**src/rtl/core/gba_pkg.sv**
```systemverilog
// Shared types and constants for the group-by aggregator.
// No dependencies; used by every module of the block but gba_ram.
`default_nettype none
package gba_pkg;

	// request codes on the input channel
	localparam logic [1:0] REQ_ACC   = 2'd0;
	localparam logic [1:0] REQ_READ  = 2'd1;
	localparam logic [1:0] REQ_CLEAR = 2'd2;

	// classified operations between front and back
	localparam logic [1:0] OP_ACC   = 2'd0;
	localparam logic [1:0] OP_READ  = 2'd1;
	localparam logic [1:0] OP_MISS  = 2'd2;
	localparam logic [1:0] OP_CLEAR = 2'd3;

	localparam int KEY_W    = 10;
	localparam int VAL_W    = 32;
	localparam int CNT_W    = 32;
	localparam int SUM_W    = 64;
	localparam int AVG_W    = 48;
	localparam int FRAC_W   = 16;
	localparam int DVD_W    = SUM_W + FRAC_W;
	localparam int DIV_CW   = $clog2(DVD_W + 1);
	localparam int QDEPTH   = 4;
	localparam int QPTR_W   = $clog2(QDEPTH);
	localparam int QCNT_W   = $clog2(QDEPTH + 1);

	typedef struct packed {
		logic             vld;
		logic [CNT_W-1:0] cnt;
		logic [SUM_W-1:0] sum;
		logic [VAL_W-1:0] mn;
		logic [VAL_W-1:0] mx;
	} entry_t;

	localparam int ENTRY_W = $bits(entry_t);

	typedef struct packed {
		logic             found;
		logic [CNT_W-1:0] count;
		logic [SUM_W-1:0] sum;
		logic [VAL_W-1:0] mn;
		logic [VAL_W-1:0] mx;
		logic [AVG_W-1:0] avg;
	} result_t;

	typedef struct packed {
		logic clearing;
		logic s1_v;
		logic div_busy;
	} back_stat_t;

endpackage
`default_nettype wire

```
**src/rtl/core/gba_if.sv**
```systemverilog
// Channel interfaces of the group-by aggregator: request and response.
// Depends on gba_pkg for field widths.
`default_nettype none
interface gba_req_if;
	logic                      valid;
	logic                      ready;
	logic [1:0]                req_type;
	logic [gba_pkg::KEY_W-1:0] grp_key;
	logic [gba_pkg::VAL_W-1:0] value;
	modport source (output valid, req_type, grp_key, value, input ready);
	modport sink (input valid, req_type, grp_key, value, output ready);
endinterface

`default_nettype wire

```
**src/rtl/core/gba_front.sv**
```systemverilog
// Front end: accepts request beats, classifies them and queues those it keeps.
// Depends on gba_pkg and gba_if.
`default_nettype none
module gba_front #(
	parameter int NUM_GROUPS = 1024,
	parameter int AW         = 10
) (
	input  wire logic                clk,
	input  wire logic                arst_n,
	gba_req_if.sink                  req,
	output logic                     head_valid,
	output logic [1:0]               head_op,
	output logic [AW-1:0]            head_addr,
	output logic [gba_pkg::VAL_W-1:0] head_value,
	input  wire logic                pop
);
	import gba_pkg::*;

	logic [1:0]       op_q   [QDEPTH];
	logic [AW-1:0]    addr_q [QDEPTH];
	logic [VAL_W-1:0] val_q  [QDEPTH];
	logic [QPTR_W-1:0] wr_ptr_q;
	logic [QPTR_W-1:0] rd_ptr_q;
	logic [QCNT_W-1:0] cnt_q;
	logic              in_range;
	logic              keep;
	logic [1:0]        op_in;
	logic              push;

	assign in_range = 32'(req.grp_key) < NUM_GROUPS;

	always_comb begin
		keep  = 1'b1;
		op_in = OP_ACC;
		unique case (req.req_type)
			REQ_ACC: begin
				op_in = OP_ACC;
				keep  = in_range;
			end
			REQ_READ: begin
				op_in = in_range ? OP_READ : OP_MISS;
			end
			REQ_CLEAR: begin
				op_in = OP_CLEAR;
			end
			default: begin
				keep = 1'b0;
			end
		endcase
	end

	assign req.ready = cnt_q != QCNT_W'(QDEPTH);
	assign push      = req.valid && req.ready && keep;

	always_ff @(posedge clk or negedge arst_n) begin
		if (!arst_n) begin
			wr_ptr_q <= '0;
			rd_ptr_q <= '0;
			cnt_q    <= '0;
		end else begin
			if (push) begin
				wr_ptr_q <= wr_ptr_q + 1'b1;
			end
			if (pop) begin
				rd_ptr_q <= rd_ptr_q + 1'b1;
			end
			cnt_q <= cnt_q + QCNT_W'(push) - QCNT_W'(pop);
		end
	end

	always_ff @(posedge clk) begin
		if (push) begin
			op_q[wr_ptr_q]   <= op_in;
			addr_q[wr_ptr_q] <= AW'(req.grp_key);
			val_q[wr_ptr_q]  <= req.value;
		end
	end

	assign head_valid = cnt_q != '0;
	assign head_op    = op_q[rd_ptr_q];
	assign head_addr  = addr_q[rd_ptr_q];
	assign head_value = val_q[rd_ptr_q];
endmodule
`default_nettype wire

```
**src/flat_wrapper.sv**
```systemverilog
// flat-port wrapper written by rule: the top's interface ports become plain ports
module gba_front_flat import gba_pkg::*;
#(
	parameter int NUM_GROUPS = 1024,
	parameter int AW         = 10
)
  (clk, arst_n, head_valid, head_op, head_addr, head_value, pop, req_valid, req_req_type, req_grp_key, req_value, req_ready);
  gba_req_if req_i ();
  input  wire logic clk;
  input  wire logic arst_n;
  output logic head_valid;
  output logic [1:0] head_op;
  output logic [AW-1:0] head_addr;
  output logic [gba_pkg::VAL_W-1:0] head_value;
  input  wire logic pop;
  input wire logic [$bits(req_i.valid)-1:0] req_valid;
  input wire logic [$bits(req_i.req_type)-1:0] req_req_type;
  input wire logic [$bits(req_i.grp_key)-1:0] req_grp_key;
  input wire logic [$bits(req_i.value)-1:0] req_value;
  output wire logic [$bits(req_i.ready)-1:0] req_ready;
  assign req_i.valid = req_valid;
  assign req_i.req_type = req_req_type;
  assign req_i.grp_key = req_grp_key;
  assign req_i.value = req_value;
  assign req_ready = req_i.ready;
  gba_front #(.NUM_GROUPS(NUM_GROUPS), .AW(AW)) u_core (.clk(clk), .arst_n(arst_n), .req(req_i), .head_valid(head_valid), .head_op(head_op), .head_addr(head_addr), .head_value(head_value), .pop(pop));
endmodule
```
**config.mk**
```make
export PLATFORM = sky130hd
export DESIGN_NAME = gba_front_flat
export DESIGN_NICKNAME = d
export VERILOG_FILES = /design/src/rtl/core/gba_pkg.sv /design/src/rtl/core/gba_if.sv /design/src/rtl/core/gba_front.sv /design/src/flat_wrapper.sv
export SDC_FILE = /design/constraint.sdc
export NUM_CORES = 1
export LEC_CHECK = 0
export ABC_CLOCK_PERIOD_IN_PS = 5100
export BUFFER_PORTS_ARGS = -buffer_cell sky130_fd_sc_hd__buf_2
export CORE_ASPECT_RATIO = 1.2
export CORE_MARGIN = 2
export CORE_UTILIZATION = 60
export CTS_CLUSTER_SIZE = 28
export DETAILED_ROUTE_END_ITERATION = 7
export PLACE_DENSITY = 0.85
export SYNTH_ARGS = -nofsm -noshare
export SYNTH_HDL_FRONTEND = slang
export SYNTH_SLANG_ARGS = --single-unit
```
**constraint.sdc**
```tcl
create_clock -name clk -period 5.1 [get_ports clk]
set_clock_uncertainty 0.15 [all_clocks]
set_input_delay 0.255 -clock clk [delete_from_list [all_inputs] [get_ports clk]]
set_output_delay 0.255 -clock clk [all_outputs]
set_load 0.03 [all_outputs]
```
; After elaboration in Yosys (flattened, before gate mapping)
; Memories as Yosys holds them, arrays and structs flattened.
; Cells that the tools add are included.
[word_totals]
ff_bits = 7
ram_bits = 176
in_bits = 48
out_inout_bits = 46
wordCells = 22
mem_count = 3
[mem_list]
columns = memory, depth, word_bits, read_ports, rd_clocked_by_memory_dff, wr, line
row1 = u_core.val_q, 4, 32, 1, 0, 1, gba_front.sv:21  ; logic [VAL_W-1:0] val_q [QDEPTH];
row2 = u_core.addr_q, 4, 10, 1, 0, 1, gba_front.sv:20  ; logic [AW-1:0] addr_q [QDEPTH];
row3 = u_core.op_q, 4, 2, 1, 0, 1, gba_front.sv:19  ; logic [1:0] op_q [QDEPTH];
[classes]
add_sub_neg = 4
n_eq_ne = 3
mux = 4
reduce_logical = 5
[op_table]
columns = operator, count
row1 = "adder 2 x 1 -> 2 bit, second input constant", 2
row2 = case mux 2 bit (2 select lines), 1
row3 = adder 3 x 1 -> 3 bit, 1
row4 = two-way mux 1 bit, 3
row5 = "!= test 3 bit, second input constant", 1
row6 = nonzero test 3 bit, 1
row7 = OR reduction 3 bit, 1
row8 = subtractor 3 x 1 -> 3 bit, 1
row9 = "equality test 2 x 1 -> 1 bit, second input constant", 1
row10 = "equality test 2 bit, second input constant", 1
row11 = logical AND 1 bit, 2
row12 = logical NOT 2 bit, 1

; Logic depth before layout (Yosys ltp)
; Gate-level depths: netlist of the first run.
[logic_depth]
depth_word = 6
ltp_mapped = 7
mapped_depth_nobuf = 7

; Least setup slack after synthesis of the first run
; OpenSTA, ideal clock, no wires.
[synth_path]
path_kind = input to register
from = input port req_req_type[0]
to = memory u_core.addr_q[0][0] (enable)
setup_ps = 406
arrival_ps = 1893
t_required_ps = 4544
slack_ps = 2651
path_stages = 4
path_buffers = 0
path_cell_list = ha_1 -> nand2b_1 -> a21oi_2 -> and2_1
[synth_via]
elab_chain_cells = 6
word_cells_on_any_way = 8
classes_between = eq/ne (2) / mux (3) / reduce/logical (3)
[synth_lines]
columns = element, line
row1 = from (decl), flat_wrapper.sv:17  ; input wire logic [$bits(req_i.req_type)-1:0] req_req_type;
row2 = "equality test 2 x 1 -> 1 bit, or another cell as far along", gba_front.sv:35  ; unique case (req.req_type)
row3 = OR reduction 3 bit (no line) *, n/a
row4 = two-way mux 1 bit *, gba_front.sv:35
row5 = logical AND 1 bit *, gba_front.sv:53  ; assign push = req.valid && req.ready && keep;
row6 = named net u_core.push, gba_front.sv:28  ; logic push;
row7 = two-way mux 1 bit *, gba_front.sv:72  ; if (push) begin
row8 = two-way mux 1 bit (not written as such) *, gba_front.sv:74  ; addr_q[wr_ptr_q] <= AW'(req.grp_key);
row9 = to (decl), gba_front.sv:20
; Mark *: on every way through the listed nets, which the timed path passes. The rest lies on a longest branch.

; Worst setup path in the final report of the first run
[layout_path]
from = register u_core.rd_ptr_q[0]
to = output port head_addr[9]
[layout_via]
elab_chain_cells = 1
[layout_lines]
columns = element, line
row1 = from (decl), gba_front.sv:23  ; logic [QPTR_W-1:0] rd_ptr_q;
row2 = from (signal assigned), gba_front.sv:65  ; rd_ptr_q <= rd_ptr_q + 1'b1;
row3 = memory read (4 x 10 bit), n/a
row4 = to (decl), flat_wrapper.sv:13  ; output logic [AW-1:0] head_addr;
; No other way between the ends.

==> results of run 1 <==
## flip-flops by register name, indices dropped and copies added, names as in the netlist
register         count
u_core.val_q       128
u_core.wr_ptr_q      2
u_core.addr_q       40
u_core.rd_ptr_q      2
u_core.cnt_q         3
u_core.op_q          8
## power by group through the flow
stage	Combinational [W]	Clock (W)	Sequential [W]
3_3_place_gp	0.00139	0	0.00219
5_1_grt	0.00151	0.00130	0.00221
2_1_floorplan	0.00128	0	0.00200
6_report	0.00143	0.00124	0.00217
4_1_cts	0.00145	0.00125	0.00218
3_5_place_dp	0.00141	0	0.00221
## layout make-up
type | count | area (sq um) | share of cell area [%]
Sequential cell | 183 | 5470 | 65.0
Multi-Input combinational cell | 69 | 1250 | 14.9
Timing Repair Buffer | 137 | 906 | 10.8
Clock buffer | 18 | 429 | 5.10
Tap cell | 154 | 193 | 2.29
Clock inverter | 14 | 133 | 1.58
Inverter | 8 | 30.0 | 0.357
## stage by stage
step                      cells  hold WS, ns  total power, W  setup WS, ns  instance area (sq um)
after global routing        583       0.0503         0.00502          2.23                   8410
after detailed placement    507      -0.0492         0.00362          2.55                   7400
after floorplan             270       -0.191         0.00328          2.65                   6850
after CTS                   583       0.0265         0.00488          2.29                   8410
final                       583       0.0434         0.00484          2.38                   8410
after global placement      507      -0.0541         0.00358          2.59                   7400
## routing by layer
metal  routed length [um]  up-vias  GRT usage, %
li1                     -     1432             -
met1                 4850     1641          28.0
met2                 6180      125          33.6
met3                  726       22          5.70
met4                  187        0          8.36
met5                    0        -             0
## worst max-delay path, stage by stage (launching register included)
cell     delay [ns]
dfrtp_4        1.01
mux4_1         0.67
buf_2          0.20
## how the worst min path moves through the flow
stage | endpoint | depth (start not counted) | startpoint | slack, ns
6_report | u_core.wr_ptr_q[1] | 2 | arst_n | 0.04
5_1_grt | u_core.wr_ptr_q[0] | 2 | arst_n | 0.05
4_1_cts | u_core.wr_ptr_q[0] | 2 | arst_n | 0.03
3_5_place_dp | u_core.wr_ptr_q[1] | 1 | arst_n | -0.05
3_3_place_gp | u_core.wr_ptr_q[1] | 1 | arst_n | -0.05
2_1_floorplan | u_core.cnt_q[0] | 0 | arst_n | -0.19
## timing repair
item,in CTS,in global routing
hold buffers,44,0
endpoints found under the hold margin,177,0
resized for setup,0,0
## layout by cell type, fill, tap and decap left out, types with 2 or more instances in the layout
| cell | count |
|---|---|
| edfxtp_1 | 176 |
| buf_2 | 93 |
| dlygate4sd3_1 | 44 |
| mux4_2 | 38 |
| clkbuf_16 | 17 |
| inv_1 | 8 |
| ha_1 | 8 |
| mux4_1 | 6 |
| inv_6 | 5 |
| inv_8 | 5 |
| dfrtp_1 | 5 |
| xnor2_1 | 4 |
| and2_2 | 4 |
| nand2_1 | 2 |
| clkinvlp_4 | 2 |
| clkinv_4 | 2 |
## cell families (layout without fill, tap and decap cells)
kind of cell | Yosys count | count (layout) | synth area share, %
AOI/OAI and AO/OA | 1 | 1 | 0.128
xor gates and xnor gates | 5 | 5 | 0.639
adders and majority gates | 9 | 9 | 1.75
buffers and inverters | 18 | 177 | 2.14
DFF | 183 | 183 | 79.7
muxes | 45 | 45 | 15.0
and+or+nand+nor | 9 | 9 | 0.712
==> impl_metrics.toml, run 1 <==
[outcome]
outcome = "complete, no violations"

[power_and_ir_drop]
share_comb_of_total_power_pct = 29.6
ir_drop_v = 0.000485
p_sw_share_pct = 34.5
leakage_nw = 2.96
power.net_switching_w = 0.00167
pwr-share-seq_pct = 44.9
pwrdens_nw_per_um2 = 575
power.share.clock_pct = 25.6
p_int_w = 0.00317

[detailed_routing]
ant_nets = 0
drc_marker_count_from_the_first_detailed_route_iteration = 290
route.final.wire_length_um = 11900
detail_route.wl_per_cell_um = 20.5
dr.pass1.iters = 4
drt_drc_violations_left = 0
detail_route.vias_per_cell = 5.52
num_vias = 3220

[worst_setup_path]
timing.critical_path.from = "u_core.rd_ptr_q[0]"
data_arrival_time_of_the_critical_path_ns = 2.32
register_to_register_setup_slack_ns = 2.79
cp-end-kind = "primary output"
crit_end = "head_addr[9]"
critical_path.startpoint_type = "register"
cp_data_required_time_ns = 4.70
timing.reg2reg.worst_path_depth = 2
critical_path_class = "register to primary output"
worst-path-max-fanout = 46
r2r-end = "u_core.val_q[0][25]"
worstReg2RegStart = "u_core.cnt_q[2]"

[timing]
tightestPinTransition_ns = 1.20
worst_slew_margin_rel_pct = 20.1
tns_ns = 0
setup_violations = 0
grt_setup_unrepaired = "false"
maxClockFrequency_mhz = 367
final-hold-violation-count = 0
period_minus_ws_final_ns = 2.72
period_share_pct = 53.4
report.final.slew_viol_count = 0

[floorplanning]
fp.dieH_um = 121
core_area_sq_um = 11100
initial_core_util_pct = 61.8
rows = 42
floorplan.io_pins = 94
floorplan.die.width_um = 102
fp.dieArea_sq_um = 12300

[layout]
nFillCells = 588
layout_net_count = 473
flow.area_growth_from_synthesis_pct = 22.7
final_util_pct = 75.8
fraction_of_final_layout_cells_with_drive_strength_greater_than_1_pct = 39.6
insertedDiodeCount = 0

[synthesis]
synth_top_cell_area_share_pct = 77.1
yosys.area.top_type = "edfxtp_1"
synthDistinctLibCells = 19
synth-seq-cells = 183
syn-cell-area_sq_um = 6850
synth_nets = 327
number_of_enable_type_register_cells_in_the_synthesized_netlist = 176
synth_warnings = 0
synth_sequential_area_ratio_pct = 79.7
synth_async_sr_flop_share_pct = 3.83
syn-instance-count = 270
synth.most_common_cell = "edfxtp_1"
post_synth_most_frequent_cells = "edfxtp_1 (176), mux4_2 (38), ha_1 (8), inv_1 (8), dfrtp_1 (7)"
avgSynthCellArea_sq_um = 25.4
synth-main-ff-cell = "edfxtp_1"
synth.top_cells.by_area = "edfxtp_1 (77%), mux4_2 (12%), dfrtp_1 (2.6%)"

[clock_network]
tritoncts = "yes"
clock_latency_ns = 0.43
clock-sinks = 183
h-tree-depth = 4
cts_inserted_buffers = 17
clk_pin_slew_ns = 0.07
clock_path_buffers = 2
post-cts-setup-buffers = 0
clk_root_buffer_cell = "clkbuf_16"

[grt]
grt_overflow = 0
globalRouteTotalUtil_pct = 21.1
grt_pass1_vias = 3531
wire_length_of_the_first_global_routing_pass_um = 18500
largest_net_degree_at_the_start_of_global_routing = 47
grt_antenna_before_repair = 0

[flow_run]
max_cap_viol_count = 0

[place]
dpl.hpwl_um = 6290
placement.io_buffers = 93
rd_place_congestion = 0.700

[worst_hold_path]
min_path_type = "primary input to async pin"
No activity file was read; power rests on OpenSTA's default activity.
==> inputs of run 2 (changes only) <==
--- a/config.mk
+++ b/config.mk
@@ -5,14 +5,14 @@
 export SDC_FILE = /design/constraint.sdc
 export NUM_CORES = 1
 export LEC_CHECK = 0
-export ABC_CLOCK_PERIOD_IN_PS = 5100
+export ABC_CLOCK_PERIOD_IN_PS = 2700
 export BUFFER_PORTS_ARGS = -buffer_cell sky130_fd_sc_hd__buf_2
 export CORE_ASPECT_RATIO = 1.2
 export CORE_MARGIN = 2
-export CORE_UTILIZATION = 60
+export CORE_UTILIZATION = 57
 export CTS_CLUSTER_SIZE = 28
 export DETAILED_ROUTE_END_ITERATION = 7
-export PLACE_DENSITY = 0.85
+export PLACE_DENSITY = 0.81
 export SYNTH_ARGS = -nofsm -noshare
 export SYNTH_HDL_FRONTEND = slang
 export SYNTH_SLANG_ARGS = --single-unit
==> constraint.sdc (replaced) <==
create_clock -name clk -period 2.7 [get_ports clk]
set_clock_uncertainty 0.15 [all_clocks]
set_input_delay 0.135 -clock clk [delete_from_list [all_inputs] [get_ports clk]]
set_output_delay 0.135 -clock clk [all_outputs]
set_load 0.03 [all_outputs]
==> impl_metrics.toml, run 2 (synthesized netlist as in run 1, its figures left out) <==
[outcome]
outcome = "complete, no violations"

[worst_setup_path]
worstReg2RegStart = "u_core.cnt_q[1]"
data_arrival_time_of_the_critical_path_ns = 2.16
cp_data_required_time_ns = 2.41
timing.reg2reg.worst_path_depth = 6
worst-path-max-fanout = 16
register_to_register_setup_slack_ns = 0.81
critical_path_buf_inv_count = 2
cp-end-kind = "primary output"
critical_path.startpoint_type = "register"
critical_path.top_delay_family = "flip-flops"
critical_path.slowest_cell = "dfrtp_4"
critical_path.cell_chain = "buf_4, mux4_2, buf_2"
critical_path_class = "register to primary output"
critical_path.max_stage_delay_ns = 0.64
r2r-end = "u_core.cnt_q[2]"

[layout]
largest_reg_flops = 128
registers.top_by_ff_count = "u_core.val_q"
nFillCells = 672
flow.area_growth_from_synthesis_pct = 25.5
largestRegisters = "u_core.val_q (128), u_core.addr_q (40), u_core.op_q (8)"
final_util_pct = 74.0
fraction_of_final_layout_cells_with_drive_strength_greater_than_1_pct = 41.1
layout.cells.most_common_list = "edfxtp_1 (176), buf_2 (93), dlygate4sd3_1 (47)"
layout_net_count = 488
insertedDiodeCount = 0
fin_cells = 600
final_common_cell = "edfxtp_1"

[timing]
tns_ns = 0
period_share_pct = 90.5
worst_slew_margin_rel_pct = 69.5
period_minus_ws_final_ns = 2.44
tightestPinTransition_ns = 0.457
maxClockFrequency_mhz = 409
final-hold-violation-count = 0
report.final.slew_viol_count = 0
grt_setup_unrepaired = "false"
setup_violations = 0

[detailed_routing]
route.final.wire_length_um = 13000
drt_drc_violations_left = 0
num_vias = 3302
detail_route.wl_per_cell_um = 21.7
drc_marker_count_from_the_first_detailed_route_iteration = 258
ant_nets = 0
dr.pass1.iters = 5
detail_route.vias_per_cell = 5.50

[power_and_ir_drop]
ir_drop_v = 0.000713
leakage_nw = 3.06
total_power_w = 0.00945
pwrdens_nw_per_um2 = 1100

[clock_network]
tritoncts = "yes"
clk_pin_slew_ns = 0.06
clock-sinks = 183
clock_latency_ns = 0.41
clk_root_buffer_cell = "clkbuf_16"
clock_path_buffers = 2
cts_inserted_buffers = 17
h-tree-depth = 4

[grt]
use_met2_pct = 36.6
grt_antenna_before_repair = 0
use_met3_pct = 6.07
globalRoute.busiestLayer = "met2"
wire_length_of_the_first_global_routing_pass_um = 19600
globalRouteTotalUtil_pct = 21.6
gr-usage-met1_pct = 27.2
grt_pass1_vias = 3509
grt_overflow = 0
largest_net_degree_at_the_start_of_global_routing = 45

[floorplanning]
fp.dieH_um = 124
rows = 43
fp.dieArea_sq_um = 12900
floorplan.die.width_um = 104
floorplan.io_pins = 94
core_area_sq_um = 11600
initial_core_util_pct = 59.0

[place]
rd_place_congestion = 0.705
placement.io_buffers = 93
placed_cells = 521
dpl.hpwl_um = 7170

[worst_hold_path]
worst_hold_path.endpoint = "u_core.op_q[0][1]"
min_delay_path_depth = 3
hold_crit_start = "req_req_type[0]"
min_path_type = "primary input to register"

[flow_run]
max_cap_viol_count = 0
run 2: routing by layer:
metal	share of wire (%)	vias to the layer above
met1	40	1672
met4	1.5	0
met3	6.2	18
met2	53	154
li1	-	1458
met5	0	-
run 2: worst max-delay path by stage:
| stage | from | endpoint | slack [ns] | depth (start not counted) |
|---|---|---|---|---|
| 3_3_place_gp | u_core.rd_ptr_q[0] | head_value[18] | 0.57 | 3 |
| 2_1_floorplan | req_req_type[0] | u_core.addr_q[0][0] | 0.37 | 4 |
| 5_1_grt | u_core.rd_ptr_q[0] | head_value[27] | 0.18 | 3 |
| 6_report | u_core.rd_ptr_q[0] | head_value[27] | 0.26 | 3 |
| 4_1_cts | u_core.rd_ptr_q[0] | head_value[27] | 0.20 | 3 |
| 3_5_place_dp | u_core.rd_ptr_q[0] | head_value[27] | 0.54 | 3 |
run 2: per-stage QoR:
step	hold WS, ns	setup slack, ns	area (sq um)
after floorplan	-0.311	0.371	6850
after global placement	-0.175	0.571	7520
after detailed placement	-0.159	0.538	7520
after CTS	0.0140	0.203	8600
after global routing	0.0733	0.184	8600
final	0.0389	0.256	8600
run 2: repair_timing:
| action | 4_1_cts | 5_1_grt |
|---|---|---|
| buffers inserted | 1 | 0 |
| setup endpoints to repair | 1 | 0 |
| hold buffers | 47 | 0 |
| hold endpoints to repair | 182 | 0 |
| resized for setup | 0 | 0 |
run 2: power breakdown:
part	total [W]	internal, W	switching [W]
clock network	0.00245	0.00139	0.00106
logic	0.00310	0.00124	0.00186
registers	0.00390	0.00363	0.000268
total	0.00945	0.00626	0.00319
run 2: final cells by class:
cell class	instances	area (sq um)	share of cell area (%)
Sequential cell	183	5470	63.5
Multi-Input combinational cell	69	1250	14.5
Timing Repair Buffer	152	1070	12.4
Clock buffer	17	425	4.94
Tap cell	157	196	2.28
Clock inverter	14	164	1.91
Inverter	8	30.0	0.349
run 2: worst register-to-register path, delay by kind of cell (launching register included):
family / cells / cell delay (ns)
AND/OR/NAND/NOR: 1 / 0.18
XOR/XNOR: 2 / 0.32
adder cells (fa/ha/maj): 2 / 0.63
AO/OA/AOI/OAI: 1 / 0.14
flip-flops: 1 / 0.40
==> inputs of run 3 (changes only) <==
--- a/config.mk
+++ b/config.mk
@@ -5,14 +5,16 @@
 export SDC_FILE = /design/constraint.sdc
 export NUM_CORES = 1
 export LEC_CHECK = 0
+export ABC_AREA = 1
 export ABC_CLOCK_PERIOD_IN_PS = 2700
 export BUFFER_PORTS_ARGS = -buffer_cell sky130_fd_sc_hd__buf_2
 export CORE_ASPECT_RATIO = 1.2
 export CORE_MARGIN = 2
-export CORE_UTILIZATION = 57
+export CORE_UTILIZATION = 58
 export CTS_CLUSTER_SIZE = 28
 export DETAILED_ROUTE_END_ITERATION = 7
-export PLACE_DENSITY = 0.81
+export PLACE_DENSITY = 0.82
 export SYNTH_ARGS = -nofsm -noshare
 export SYNTH_HDL_FRONTEND = slang
 export SYNTH_SLANG_ARGS = --single-unit
+export TNS_END_PERCENT = 100
==> impl_metrics.toml, run 3 <==
[outcome]
outcome = "complete, no violations"

[layout]
final_common_cell = "edfxtp_1"
largestRegisters = "u_core.val_q (128), u_core.addr_q (40), u_core.op_q (8)"
largest_reg_flops = 128
fraction_of_final_layout_cells_with_drive_strength_greater_than_1_pct = 20.9
flow.area_growth_from_synthesis_pct = 22.7
layout_net_count = 767
layout.cells.most_common_list = "edfxtp_1 (176), nand2_1 (145), inv_1 (103)"
registers.top_by_ff_count = "u_core.val_q"

[worst_setup_path]
critical_path.cell_chain = "nor2_1, nand2_1, nand2_1, inv_1, ha_1, fa_1, nand3b_1, nand2_1"
critical_path.max_stage_delay_ns = 0.42
critical_path.slowest_cell = "nand2_1"
cp_data_required_time_ns = 2.91
r2r-end = "u_core.cnt_q[2]"
worst-path-max-fanout = 7
worstReg2RegStart = "u_core.cnt_q[1]"
timing.reg2reg.worst_path_depth = 8
cp-end-kind = "register"
register_to_register_setup_slack_ns = 0.42
data_arrival_time_of_the_critical_path_ns = 2.49
critical_path_class = "register to register"
critical_path.startpoint_type = "register"
critPathMostFrequentCell = "nand2_1"

[floorplanning]
floorplan.die.width_um = 108
floorplan.io_pins = 94
fp.dieArea_sq_um = 13900
core_area_sq_um = 12700
fp.dieH_um = 129
rows = 45
initial_core_util_pct = 59.5

[synthesis]
synthAdderAreaFrac_pct = 1.59
yosys.area.top_type = "edfxtp_1"
synth_compound_gate_area_share_pct = 9.44
number_of_enable_type_register_cells_in_the_synthesized_netlist = 176
synthDistinctLibCells = 17
syn-instance-count = 569
synth_sequential_area_ratio_pct = 72.5
synth-main-ff-cell = "edfxtp_1"
synth_async_sr_flop_share_pct = 3.83
syn-cell-area_sq_um = 7530
synth_warnings = 0
yosys.area_share.simple_pct = 7.76
synth.top_cells.by_area = "edfxtp_1 (70%), o211ai_1 (7.8%), nand2_1 (7.2%)"
synth_top_cell_area_share_pct = 70.2
post_synth_most_frequent_cells = "edfxtp_1 (176), nand2_1 (145), inv_1 (103)"
avgSynthCellArea_sq_um = 13.2
synth_xor_area_share_pct = 0.233
post_synth_mux_area_share_pct = 0
synth.most_common_cell = "edfxtp_1"
synth_top_family_by_area = "compound AO/OA/AOI/OAI gates"
synth-seq-cells = 183
synth_nets = 626

[place]
dpl.hpwl_um = 8540
placement.io_buffers = 93
rd_place_congestion = 0.809

[timing]
report.final.slew_viol_count = 0
final-hold-violation-count = 0
grt_setup_unrepaired = "false"
setup_violations = 0
period_minus_ws_final_ns = 2.28
tns_ns = 0
fin_worst_hold_slack_ns = 0.0515
tightestPinTransition_ns = 0.555
maxClockFrequency_mhz = 438
worst_slew_margin_rel_pct = 63.0
period_share_pct = 84.6

[clock_network]
clock-sinks = 183
clk_pin_slew_ns = 0.06
cts_inserted_buffers = 17
clock_latency_ns = 0.42
clk_root_buffer_cell = "clkbuf_16"
tritoncts = "yes"
postCtsResizedCells = 0
h-tree-depth = 4
clock_path_buffers = 2

[worst_hold_path]
min_path_type = "primary input to register"
hold_crit_start = "req_req_type[1]"
worst_hold_path.endpoint = "u_core.op_q[0][1]"
min_delay_path_depth = 2

[grt]
largest_net_degree_at_the_start_of_global_routing = 64
grt_overflow = 0
grt_antenna_before_repair = 0
globalRouteTotalUtil_pct = 22.8
grt_pass1_vias = 4752
wire_length_of_the_first_global_routing_pass_um = 23400

[detailed_routing]
num_vias = 4757
dr.pass1.iters = 5
drc_marker_count_from_the_first_detailed_route_iteration = 341
ant_nets = 0
route.final.wire_length_um = 15200
detail_route.vias_per_cell = 5.36
detail_route.wl_per_cell_um = 17.1
drt_drc_violations_left = 0

[power_and_ir_drop]
leakage_nw = 3.77
pwrdens_nw_per_um2 = 1130
ir_drop_v = 0.000668
total_power_w = 0.0105

[flow_run]
max_cap_viol_count = 0
==> run 3: kinds of logic (layout without fill, tap and decap cells) <==
kind of cell             Yosys count  count (layout)
XOR/XNOR                           2               2
AO/OA/AOI/OAI                     88              88
buffers and inverters            133             287
flip-flops                       183             183
other                              0               1
AND/OR/NAND/NOR                  154             154
adder cells (fa/ha/maj)            9               9
==> run 3: layout make-up <==
type                       instances  area (sq um)
clock buffer                      19           433
clock inverter                    13           203
timing repair buffer             151          1080
inverter                         104           390
sequential                       183          5470
tap                              164           205
antenna                            1          2.50
multi-input combinational        253          1460
fill                             769          3430
==> run 3: metrics by stage <==
step	cell area [sq um]	instances	util (%)	setup slack, ns
global placement	8140	809	64.3	0.593
global route	9240	887	72.9	0.280
finish	9240	888	72.9	0.416
floorplan	7530	569	-	-0.656
detailed placement	8140	809	64.3	0.514
CTS	9240	887	72.9	0.497
==> run 3: worst max path at each step <==
stage                                from                  end  slack (ns)  cells after the start
after detailed placement  req_req_type[0]  u_core.val_q[0][27]        0.51                      6
after floorplan           u_core.cnt_q[1]  u_core.addr_q[0][0]       -0.66                      4
after global routing      u_core.cnt_q[1]      u_core.cnt_q[2]        0.28                      8
final                     u_core.cnt_q[1]      u_core.cnt_q[2]        0.42                      8
after global placement    req_req_type[0]  u_core.val_q[0][28]        0.59                      6
after CTS                 u_core.cnt_q[1]      u_core.cnt_q[2]        0.50                      8
==> run 3: power by group <==
part | internal (W) | switching [W] | total (W)
clock network | 0.00164 | 0.00101 | 0.00265
registers | 0.00361 | 0.000184 | 0.00380
logic | 0.00118 | 0.00286 | 0.00404
==> run 3: timing repair <==
item,in CTS,in global routing
hold buffers,46,0
buffers inserted,0,0
endpoints found under the hold margin,179,0
==> run 3: critical path, delay by kind of cell (launching register included) <==
| kind | cells | cell delay [ns] |
|---|---|---|
| buf+inv | 1 | 0.10 |
| flops | 1 | 0.41 |
| fa+ha+maj | 2 | 0.61 |
| simple gates | 5 | 0.95 |
==> run 3: metal layers <==
metal / wire (um) / global-route usage (%) / share of wire (%)
met4: 485 / 10.9 / 3.2
met1: 5830 / 26.2 / 38
met2: 8090 / 40.4 / 53
met5: 0 / 0 / 0
met3: 800 / 5.27 / 5.3
